`src/design/spiral_reversal_permutation_assert.svh`:
```
// Assertion macros used by the spiral reversal permutation RTL.
`ifndef SPIRAL_REVERSAL_PERMUTATION_ASSERT_SVH
`define SPIRAL_REVERSAL_PERMUTATION_ASSERT_SVH

// Same-cycle implication, checked outside reset.
`define SRP_ASSERT_IMPLY(lbl, ante, cons, msg) \
  lbl: assert property (@(posedge clk) disable iff (rst) (ante) |-> (cons)) else $error(msg);

// Next-cycle implication, checked outside reset.
`define SRP_ASSERT_NEXT(lbl, ante, cons, msg) \
  lbl: assert property (@(posedge clk) disable iff (rst) (ante) |=> (cons)) else $error(msg);

`endif

```
`src/design/srp_pkg.sv`:
```
// Package with shared types and constants of the spiral reversal permutation.
`timescale 1ns / 1ps
`default_nettype none
package srp_pkg;

  localparam int CFG_IDX_W  = 2;
  localparam int CFG_DATA_W = 7;
  localparam int POS_W      = 12;
  localparam int STATUS_W   = 2;

  localparam logic CMD_BUILD  = 1'b0;
  localparam logic CMD_LOOKUP = 1'b1;

  localparam logic [STATUS_W-1:0] ST_OK      = 2'd0;
  localparam logic [STATUS_W-1:0] ST_RANGE   = 2'd1;
  localparam logic [STATUS_W-1:0] ST_UNBUILT = 2'd2;

  localparam logic [CFG_IDX_W-1:0] CFG_ROWS = 2'd0;
  localparam logic [CFG_IDX_W-1:0] CFG_COLS = 2'd1;

  localparam logic [CFG_DATA_W-1:0] ROWS_RESET = 7'd4;
  localparam logic [CFG_DATA_W-1:0] COLS_RESET = 7'd3;

  localparam logic [1:0] DIR_RIGHT = 2'd0;
  localparam logic [1:0] DIR_UP    = 2'd1;
  localparam logic [1:0] DIR_LEFT  = 2'd2;
  localparam logic [1:0] DIR_DOWN  = 2'd3;

  typedef struct packed {
    logic active;
    logic last;
  } srp_walk_stat_t;

endpackage
`default_nettype wire

```
`src/design/srp_walk.sv`:
```
// Spiral walker that produces one grid cell and its rank per cycle.
`timescale 1ns / 1ps
`default_nettype none
module srp_walk
  import srp_pkg::*;
#(
  parameter int MAX_SIDE = 64
) (
  input  logic clk,
  input  logic rst,
  input  logic start,
  input  logic [$clog2(MAX_SIDE+1)-1:0] rows,
  input  logic [$clog2(MAX_SIDE+1)-1:0] cols,
  output srp_walk_stat_t stat,
  output logic [((MAX_SIDE*MAX_SIDE > 1) ? $clog2(MAX_SIDE*MAX_SIDE) : 1)-1:0] grid_cell,
  output logic [((MAX_SIDE*MAX_SIDE > 1) ? $clog2(MAX_SIDE*MAX_SIDE) : 1)-1:0] step_idx,
  output logic [$clog2(MAX_SIDE*MAX_SIDE+1)-1:0] total
);

  localparam int DEPTH  = MAX_SIDE * MAX_SIDE;
  localparam int ADDR_W = (DEPTH > 1) ? $clog2(DEPTH) : 1;
  localparam int CNT_W  = $clog2(DEPTH + 1);
  localparam int SIDE_W = $clog2(MAX_SIDE + 1);

  localparam logic [1:0] W_IDLE = 2'd0;
  localparam logic [1:0] W_INIT = 2'd1;
  localparam logic [1:0] W_RUN  = 2'd2;

  logic [1:0]        phase;
  logic [1:0]        dir;
  logic [SIDE_W-1:0] r, c, top, bottom, left, right, cols_q;
  logic [CNT_W-1:0]  step, step_inc;
  logic [ADDR_W-1:0] cols_a;

  assign step_inc = step + 1'b1;
  assign cols_a   = ADDR_W'(cols_q);
  assign step_idx = step[ADDR_W-1:0];

  always_comb begin
    stat.active = (phase == W_RUN);
    stat.last   = (phase == W_RUN) && (step_inc == total);
  end

  always_ff @(posedge clk) begin
    if (rst) begin
      phase <= W_IDLE;
    end else begin
      case (phase)
        W_IDLE: begin
          if (start) phase <= W_INIT;
        end
        W_INIT: phase <= W_RUN;
        W_RUN: begin
          if (stat.last) phase <= W_IDLE;
        end
        default: phase <= W_IDLE;
      endcase
    end
  end

  always_ff @(posedge clk) begin
    case (phase)
      W_IDLE: begin
        if (start) begin
          total  <= CNT_W'(rows) * CNT_W'(cols);
          cols_q <= cols;
          top    <= '0;
          left   <= '0;
          bottom <= rows - 1'b1;
          right  <= cols - 1'b1;
          r      <= rows - 1'b1;
          c      <= '0;
          dir    <= DIR_RIGHT;
          step   <= '0;
        end
      end
      W_INIT: begin
        grid_cell <= ADDR_W'(total - CNT_W'(cols_q));
      end
      W_RUN: begin
        step <= step_inc;
        case (dir)
          DIR_RIGHT: begin
            if (c == right) begin
              bottom    <= bottom - 1'b1;
              dir       <= DIR_UP;
              r         <= r - 1'b1;
              grid_cell <= grid_cell - cols_a;
            end else begin
              c         <= c + 1'b1;
              grid_cell <= grid_cell + 1'b1;
            end
          end
          DIR_UP: begin
            if (r == top) begin
              right     <= right - 1'b1;
              dir       <= DIR_LEFT;
              c         <= c - 1'b1;
              grid_cell <= grid_cell - 1'b1;
            end else begin
              r         <= r - 1'b1;
              grid_cell <= grid_cell - cols_a;
            end
          end
          DIR_LEFT: begin
            if (c == left) begin
              top       <= top + 1'b1;
              dir       <= DIR_DOWN;
              r         <= r + 1'b1;
              grid_cell <= grid_cell + cols_a;
            end else begin
              c         <= c - 1'b1;
              grid_cell <= grid_cell - 1'b1;
            end
          end
          default: begin
            if (r == bottom) begin
              left      <= left + 1'b1;
              dir       <= DIR_RIGHT;
              c         <= c + 1'b1;
              grid_cell <= grid_cell + 1'b1;
            end else begin
              r         <= r + 1'b1;
              grid_cell <= grid_cell + cols_a;
            end
          end
        endcase
      end
      default: ;
    endcase
  end

endmodule
`default_nettype wire

```
`config.mk`:
```
export PLATFORM = sky130hd
export DESIGN_NAME = srp_walk
export DESIGN_NICKNAME = d
export VERILOG_FILES = /design/src/design/spiral_reversal_permutation_assert.svh /design/src/design/srp_pkg.sv /design/src/design/srp_walk.sv
export SDC_FILE = /design/constraint.sdc
export NUM_CORES = 1
export LEC_CHECK = 0
export BUFFER_PORTS_ARGS = -buffer_cell sky130_fd_sc_hd__buf_2
export CAP_MARGIN = 40
export CORE_MARGIN = 2
export CORE_UTILIZATION = 63
export CTS_CLUSTER_DIAMETER = 60
export DETAILED_ROUTE_END_ITERATION = 16
export GPL_TIMING_DRIVEN = 1
export MAX_ROUTING_LAYER = met4
export PLACE_DENSITY = 0.81
export SKIP_CTS_REPAIR_TIMING = 1
export SLEW_MARGIN = 20
export SYNTH_ARGS = -nofsm -noshare
export SYNTH_HDL_FRONTEND = slang
export SYNTH_SLANG_ARGS = --single-unit
export TNS_END_PERCENT = 30
```
`constraint.sdc`:
```
create_clock -name clk -period 5.2 [get_ports clk]
set_input_delay 0 -clock clk [delete_from_list [all_inputs] [get_ports clk]]
set_output_delay 0 -clock clk [all_outputs]
set_load 0.02 [all_outputs]
```
# After elaboration in Yosys (flattened, before gate mapping)
# Cells that the tools add are included.
[totals] ff_bits=91 latch_bits=0 mem_bits_rw=0 romBits=0 in_bits=17 output_inout_bits=39 elab_cells=117 memories=0
[classes] addsub=16 mul=1 div=0 n_lt_le_gt_ge=0 eq_ne=27 n_shift=0 n_mux=45 bitwise_logic=0 n_reduce_logical=16
[ops] op="$mux W7" n=19
[ops] op="$pmux W7 S2" n=6
[ops] op="$mux W12" n=4
[ops] op="$pmux W7 S3" n=2
[ops] op="$sub A7 B1 Y7 const B" n=6
[ops] op="$pmux W12 S3" n=1
[ops] op="$add A7 B1 Y7 const B" n=4
[ops] op="$eq A7 B7 Y1" n=4
[ops] op="$pmux W13 S2" n=1
[ops] op="$pmux W12 S2" n=1
[ops] op="$sub A12 B7 Y12" n=2
[ops] op="$ne A3 B3 Y1 const B" n=6
[ops] op="$reduce_and A6 Y1" n=3
[ops] op="$reduce_and A4 Y1" n=4
[ops] op="$mux W2" n=7
[ops] op="$ne A2 B1 Y1 const B" n=7
[ops] op="$add A13 B1 Y13 const B" n=1
[ops] op="$eq A13 B13 Y1" n=1
[ops] op="$mul A7 B7 Y13" n=1
[ops] op="$mux W13" n=1
[ops] op="$add A12 B1 Y12 const B" n=1
[ops] op="$add A12 B7 Y12" n=1
[ops] op="$pmux W2 S3" n=2
[ops] op="$sub A12 B1 Y12 const B" n=1
[ops] op="other kinds (11)" n=19

# Logic depth before layout (Yosys ltp)
# Gate-level depths: netlist of run 1.
[logic_depth] word_depth=5 mapped_depth=15 depth_no_buf=14

# Least setup slack after synthesis of run 1
# Ideal clock, no wire load.
[synth_path] path_kind="input to register" from="input port rows[3]" to="register total[12] (data pin)" setup_ns=0.260 arrival_time_ns=3.689 t_required_ns=4.940 setup_slack_ns=1.251 cell_stages=14 n_path_buf=1 path_cell_list="clkbuf_1 and2_1 fa_1 inv_1 fa_1 inv_1 fa_1 fa_1 ha_1 nor2b_1 o21a_1 o41ai_1 o21ai_0 xnor2_1"
[synth_via] elab_chain_len=1
[synth_lines] element="from (decl)" line_no="srp_walk.sv:12" rtl="input logic [$clog2(MAX_SIDE+1)-1:0] rows,"
[synth_lines] element="$mul A7 B7 Y13" line_no="srp_walk.sv:65" rtl="total <= CNT_W'(rows) * CNT_W'(cols);"
[synth_lines] element="to (signal assigned)" line_no="srp_walk.sv:65"
[synth_lines] element="to (decl)" line_no="srp_walk.sv:17" rtl="output logic [$clog2(MAX_SIDE*MAX_SIDE+1)-1:0] total"
# No other way between the ends.
# A chain may end at the register's enable or synchronous reset.

# Worst setup path in the final report of run 1
[layout_path] from="input port cols[3]" to="register total[12] (data pin)"
[layout_via] elab_chain_len=1
[layout_lines] element="from (decl)" line_no="srp_walk.sv:13" rtl="input logic [$clog2(MAX_SIDE+1)-1:0] cols,"
[layout_lines] element="$mul A7 B7 Y13" line_no="srp_walk.sv:65"
# No other way between the ends.

==> out/qor.csv, run 1 <==
metric,value,unit
vias per std cell,6.27,
top-count cell post-synth,nor2_1,
fin cells,1168,
worst vdd ir,196,uV
Layout Skew,0.00891,ns
crit path max-delay cell type,fa_1,
final RePlAce weighted congestion,1.02,
Initial Utilization,0.644,
Worst Path Buf+Inv,4,
leakage power,3.85,nW
1st-pass router iterations,8,
Comb power frac,0.480,
critical path class,primary input to register,
Final Hold Viols,0,
clock sinks,91,
Synth Instances,951,
internal power,2.10,mW
CP Cell Sequence,dlygate4sd3_1 -> buf_2 -> and2_1 -> fa_1 -> inv_1 -> fa_1 -> inv_1 -> fa_1 -> fa_1 -> ha_1 -> nor2b_1 -> o21a_1 -> o41ai_1 -> o21ai_0 -> xnor2_1,
antenna violations before repair,0,
final net count,1104,
final core utilization,0.694,
row count,43,
I/O Buffers,55,
H-tree depth,3,
CP most frequent cell,fa_1,
first-pass GRT wire length,34900,um
asr flop ratio synth,0,
"slowest stage delay, CP",0.55,ns
max_cap viols,0,
routed len/inst,18.3,um
DP HPWL,16300,um
post-place setup slack,1.00,ns
sequential fraction of the synthesis area,0.304,
fin crit share,0.847,
Placed Cells,1144,
Inserted Diodes,0,
I/O Pins,56,
GRT overflow,0,
worst hold path type,primary input to register,
number of enable flip-flop cells after synthesis,89,
Hold Crit Depth,1,
syn_area_per_cell,9.39,sq um
DRT iter0 DRCs,710,
Mapped Area,0.00893,sq mm
Max Slew Vio Count,0,
outcome,"finished, final reports clean",
share of the synthesized area in the top cell type,0.299,
Pwr Density,379,mW/mm^2
Yosys Warn Count,0,
CTS tree,done,
Worst Hold Launch,cols[5],
Clock Power Share,0.179,
gr usage total,0.305,
reg2reg path depth,9,
Worst Hold Endpoint,cols_q[5]$_DFFE_PP_,
Slew HR,0.440,
kind of launch point of the worst setup path,primary input,
switching part of the total power,0.424,
biggest regs,"step x13, total x13, grid_cell x12",
Post-synth top flop,edfxtp_1,
cell family with most CP delay,adder cells,
via count,7327,
FF-to-FF Start,step[0]$_SDFFCE_PN0P_,
Reg2Reg Setup Slack,1.78,ns
P&R area growth vs syn,7.83,%
die width,123,um
"Reg clk slew, reported paths",0.07,ns
Synth area leaders,"edfxtp_1 30%, ha_1 11%, xnor2_1 8.6%, fa_1 6.3%, nor2_1 4.0%",
data required time of the worst path,5.30,ns
Worst Tran Pin Value,0.834,ns
Commonest cells post-synth,"96 x nor2_1, 89 x edfxtp_1, 88 x xnor2_1",
vias in the first global route,6959,
largest net degree at the start of global routing,58,
Max Clock Freq,227,MHz
die area,0.0151,sq mm
Reg power frac,0.341,
Post-Route WL,21400,um
worst-skew pair later-pin latency,0.36,ns
Worst Hold Slack,0.0222,ns
clk root buf,clkbuf_16,
clock tree buffer depth,2,
drc violations,0,
"area leader, netlist",edfxtp_1,
setup TNS,0,ns
"Worst Setup Slack, final",0.795,ns
worst-path fanout max,10,
Detail Route Antenna Nets,0,
Yosys cell types,72,
Die Y,123,um
critical path arrival,4.51,ns
core area,0.0139,sq mm
CTS Buf Count,9,
Worst setup EP type,register,
"flops & latches, synth",91,
NetSw,1.55,mW
fin crit period,4.40,ns
RSZ-0062 raised after global routing,no,
number of setup violations in the final report,0,
reg-to-reg endpoint,phase[0]$_SDFFE_PP0P_,
share of layout cells above drive strength 1,0.0951,
number of nets produced by synthesis,1072,
## stage by stage
stage / power, mW / cell area (sq um)
final: 3.65 / 9630
after global routing: 3.89 / 9630
after CTS: 3.63 / 9550
after detailed placement: 2.97 / 9260
after global placement: 2.92 / 9230
after floorplan: 2.53 / 8930
## layout make-up
cell class | instances | area [sq um]
Multi-Input combinational cell | 746 | 5740
Fill cell | 1081 | 4250
Sequential cell | 91 | 2710
Timing Repair Buffer | 69 | 412
Inverter | 66 | 248
Clock buffer | 9 | 225
Tap cell | 180 | 225
Clock inverter | 7 | 70.1
## power by group through the flow
stage	logic (mW)	clock network, mW	registers (mW)
3_5_place_dp	1.72	0	1.25
3_3_place_gp	1.67	0	1.25
5_1_grt	1.93	0.693	1.27
2_1_floorplan	1.32	0	1.22
4_1_cts	1.73	0.663	1.24
6_report	1.75	0.653	1.24
## metal layers
layer  global-route usage  vias up  share of wire  wire [um]
met5                    -        -              0          0
met4                0.121        0          0.038        806
met3               0.0470       72          0.077       1650
met2                0.466      328           0.46       9830
met1                0.411     3478           0.42       9070
li1                     -     3449              -          -
## placed cells by master (no fill, tap or decap), types with 4 or more instances in the layout
cell type      count
a211oi_1           7
a21boi_0           4
a21o_1             9
a21oi_1           59
a221o_1            6
a221oi_1          11
a22oi_1            4
and2_1            46
and3_1             7
buf_2             55
buf_4              4
clkbuf_16          9
dlygate4sd3_1      8
edfxtp_1          89
fa_1              28
ha_1              75
inv_1             65
mux2i_1           12
nand2_1           50
nand2b_1           8
nand3_1           29
nand4_1           10
nor2_1            96
nor2b_1            7
nor3_1            24
nor4_1             6
o2111ai_1          4
o211ai_1           5
o21a_1            10
o21ai_0           26
o21bai_1           5
o221a_2            4
o221ai_1           8
or2_2              4
or4_1              4
xnor2_1           88
xor2_1            35
## worst max path at each step
stage / end / cells after the start / startpoint
after floorplan: total[12]$_DFFE_PP_ / 14 / rows[3]
after global placement: total[12]$_DFFE_PP_ / 14 / cols[3]
after detailed placement: total[12]$_DFFE_PP_ / 14 / cols[3]
after CTS: total[12]$_DFFE_PP_ / 14 / cols[3]
after global routing: total[12]$_DFFE_PP_ / 15 / cols[3]
final: total[12]$_DFFE_PP_ / 15 / cols[3]
## cells by family (layout without fill, tap and decap cells)
| group | count (synthesis) | count (layout) | synth area share |
|---|---|---|---|
| simple gates | 312 | 312 | 0.178 |
| compound gates | 189 | 189 | 0.146 |
| xor+xnor | 128 | 128 | 0.134 |
| buf+inv | 114 | 151 | 0.0541 |
| fa+ha+maj | 104 | 104 | 0.169 |
| flops | 91 | 91 | 0.304 |
| mux | 13 | 13 | 0.0147 |
(Power assumes the default switching activity.)
==> inputs of run 2 (changes only) <==
--- a/config.mk
+++ b/config.mk
@@ -5,6 +5,7 @@
 export SDC_FILE = /design/constraint.sdc
 export NUM_CORES = 1
 export LEC_CHECK = 0
+export ABC_AREA = 1
 export BUFFER_PORTS_ARGS = -buffer_cell sky130_fd_sc_hd__buf_2
 export CAP_MARGIN = 40
 export CORE_MARGIN = 2
==> constraint.sdc (replaced) <==
create_clock -name clk -period 4.5 [get_ports clk]
set_input_delay 0 -clock clk [delete_from_list [all_inputs] [get_ports clk]]
set_output_delay 0 -clock clk [all_outputs]
set_load 0.02 [all_outputs]
==> out/qor.csv, run 2 <==
metric,value,unit,change
outcome,finished with violations,,
failing checks,negative hold slack,,
routing usage on met3,0.0399,,-0.00710
vias in the first global route,7470,,+7.3%
Placed Cells,1412,,+23%
antenna violations before repair,0,,unchanged
setup TNS,0,ns,unchanged
"commonest non-fill, non-tap cell in the layout",nand2_1,,
I/O Buffers,55,,unchanged
clk root buf,clkbuf_16,,
DRT iter0 DRCs,746,,+5.1%
drc violations,0,,unchanged
reg2reg path depth,10,,+1
GR peak layer,met2,,
Die Y,125,um,+1.2%
Synth Instances,1211,,+27%
number of enable flip-flop cells after synthesis,89,,unchanged
"slowest stage delay, CP",0.54,ns,about the same
vias per std cell,5.60,,-11%
Yosys Warn Count,0,,unchanged
top-count cell post-synth,nand2_1,,
Worst Path Buf+Inv,5,,+1
worst vdd ir,221,uV,+13%
Worst Hold Slack,-0.00741,ns,-0.0296 ns
biggest regs,"step x13, total x13, grid_cell x12",,
number of setup violations in the final report,0,,unchanged
fin crit share,0.926,,
row count,44,,+2.3%
Max Clock Freq,240,MHz,
fin cells,1435,,+23%
sequential fraction of the synthesis area,0.296,,-0.00727
1st-pass router iterations,5,,-3
share of the synthesized area in the top cell type,0.292,,-0.00716
Layout Skew,0.0118,ns,+0.00293 ns
critical path arrival,4.27,ns,-0.24 ns
Reg power frac,0.346,,+0.005
CTS tree,done,,
critical path class,primary input to register,,
CP Cell Sequence,dlygate4sd3_1 -> buf_2 -> nand2_1 -> inv_1 -> fa_1 -> inv_1 -> fa_1 -> inv_1 -> fa_1 -> fa_1 -> ha_1 -> a21oi_1 -> o21ai_0 -> a21oi_1 -> o21bai_1 -> a21oi_1 -> xnor2_1,,
core area,0.0144,sq mm,+3.5%
Synth area leaders,"edfxtp_1 29%, nand2_1 11%, ha_1 10%, inv_1 7.8%, fa_1 6.1%",,
CP most frequent cell,fa_1,,
FF-to-FF Start,r[0]$_DFFE_PP_,,
syn_area_per_cell,7.56,sq um,-20%
max_cap viols,0,,unchanged
Post-Route WL,22500,um,+5.4%
Worst Hold Endpoint,cols_q[0]$_DFFE_PP_,,
NetSw,1.70,mW,+9.9%
Commonest cells post-synth,"268 x nand2_1, 190 x inv_1, 124 x nor2_1",,
Yosys cell types,52,,-28%
Max Slew Vio Count,0,,unchanged
"flops & latches, synth",91,,unchanged
internal power,2.19,mW,+3.9%
Slew HR,0.459,,+0.0190
Clock Power Share,0.188,,+0.009
Detail Route Antenna Nets,0,,unchanged
Worst setup EP type,register,,
Hold Crit Depth,1,,unchanged
Initial Utilization,0.637,,-0.00661
reg-to-reg endpoint,c[0]$_SDFFCE_PN0P_,,
data required time of the worst path,4.60,ns,-0.70 ns
RSZ-0062 raised after global routing,no,,
die area,0.0155,sq mm,+2.4%
first-pass GRT wire length,36900,um,+5.7%
H-tree depth,3,,unchanged
routed len/inst,15.7,um,-14%
Worst Tran Pin Value,0.812,ns,-0.0220 ns
Pwr Density,396,mW/mm^2,+4.4%
met2 Use GR,0.483,,+0.0170
Comb power frac,0.466,,-0.014
final RePlAce weighted congestion,0.954,,-6.9%
"Reg clk slew, reported paths",0.06,ns,about the same
crit path max-delay cell type,fa_1,,
Mapped Area,0.00915,sq mm,+2.5%
fin crit period,4.17,ns,
number of nets produced by synthesis,1332,,+24%
Worst Setup SP,cols[3],,
share of layout cells above drive strength 1,0.0903,,-0.00481
worst-skew pair later-pin latency,0.36,ns,about the same
Inserted Diodes,0,,unchanged
highest-count cells in the layout ignoring fill and taps,"268 x nand2_1, 190 x inv_1, 124 x nor2_1, 89 x edfxtp_1, 75 x ha_1",,
worst hold path type,primary input to register,,
GRT overflow,0,,unchanged
Final Hold Viols,1,,+1
I/O Pins,56,,unchanged
clock tree buffer depth,2,,unchanged
clock sinks,91,,unchanged
P&R area growth vs syn,7.33,%,
leakage power,4.84,nW,+26%
final net count,1368,,+24%
Reg2Reg Setup Slack,1.49,ns,-0.29 ns
Post-synth top flop,edfxtp_1,,
"area leader, netlist",edfxtp_1,,
die width,125,um,+1.2%
via count,8040,,+9.7%
gr usage total,0.303,,-0.00240
DP HPWL,17400,um,+6.8%
Worst Hold Launch,cols[0],,
largest net degree at the start of global routing,51,,-12%
asr flop ratio synth,0,,unchanged
kind of launch point of the worst setup path,primary input,,
worst-path fanout max,9,,-1
switching part of the total power,0.437,,+0.0137
met1 Use GR,0.410,,-0.000846
cell family with most CP delay,adder cells,,
CTS Buf Count,9,,unchanged
run 2: power by group through the flow:
stage	Sequential [mW]	Combinational (mW)	Clock (mW)
floorplan	1.35	1.32	0
global placement	1.36	1.73	0
detailed placement	1.36	1.78	0
CTS	1.34	1.79	0.727
global route	1.36	2.05	0.764
finish	1.35	1.81	0.731
run 2: how the worst max path moves through the flow:
| stage | cells after the start | end |
|---|---|---|
| after floorplan | 14 | total[11]$_DFFE_PP_ |
| after global placement | 16 | total[11]$_DFFE_PP_ |
| after detailed placement | 16 | total[11]$_DFFE_PP_ |
| after CTS | 16 | total[11]$_DFFE_PP_ |
| after global routing | 15 | total[11]$_DFFE_PP_ |
| final | 17 | total[11]$_DFFE_PP_ |
run 2: logic make-up (layout without fill, tap and decap cells):
family                   Yosys count  after routing  share of synthesized area
AND/OR/NAND/NOR                  524            524                      0.247
AO/OA/AOI/OAI                    162            162                     0.0982
buffers and inverters            240            280                      0.105
flip-flops                        91             91                      0.296
adder cells (fa/ha/maj)          104            104                      0.165
XOR/XNOR                          83             83                     0.0809
multiplexers                       7              7                    0.00766
run 2: cell type report:
type,instances,area [sq um]
Clock buffer,10,229
Clock inverter,5,38.8
Fill cell,1222,4550
Inverter,196,736
Multi-Input combinational cell,880,5480
Sequential cell,91,2710
Tap cell,184,230
Timing Repair Buffer,69,397
run 2: through the flow:
stage	cell area [sq um]	setup slack (ns)	hold slack [ns]	power (mW)	utilization
global placement	9460	0.736	0.184	3.08	0.658
CTS	9740	0.917	-0.183	3.86	0.678
global route	9820	0.170	0.00574	4.17	0.684
floorplan	9150	0.806	0.0624	2.68	-
finish	9820	0.332	-0.00741	3.89	0.684
detailed placement	9480	0.551	0.184	3.14	0.660
run 2: layer usage:
metal	up-vias	wire [um]
li1	3960	-
met1	3715	9700
met2	327	10800
met3	38	1590
met4	0	440
met5	-	0
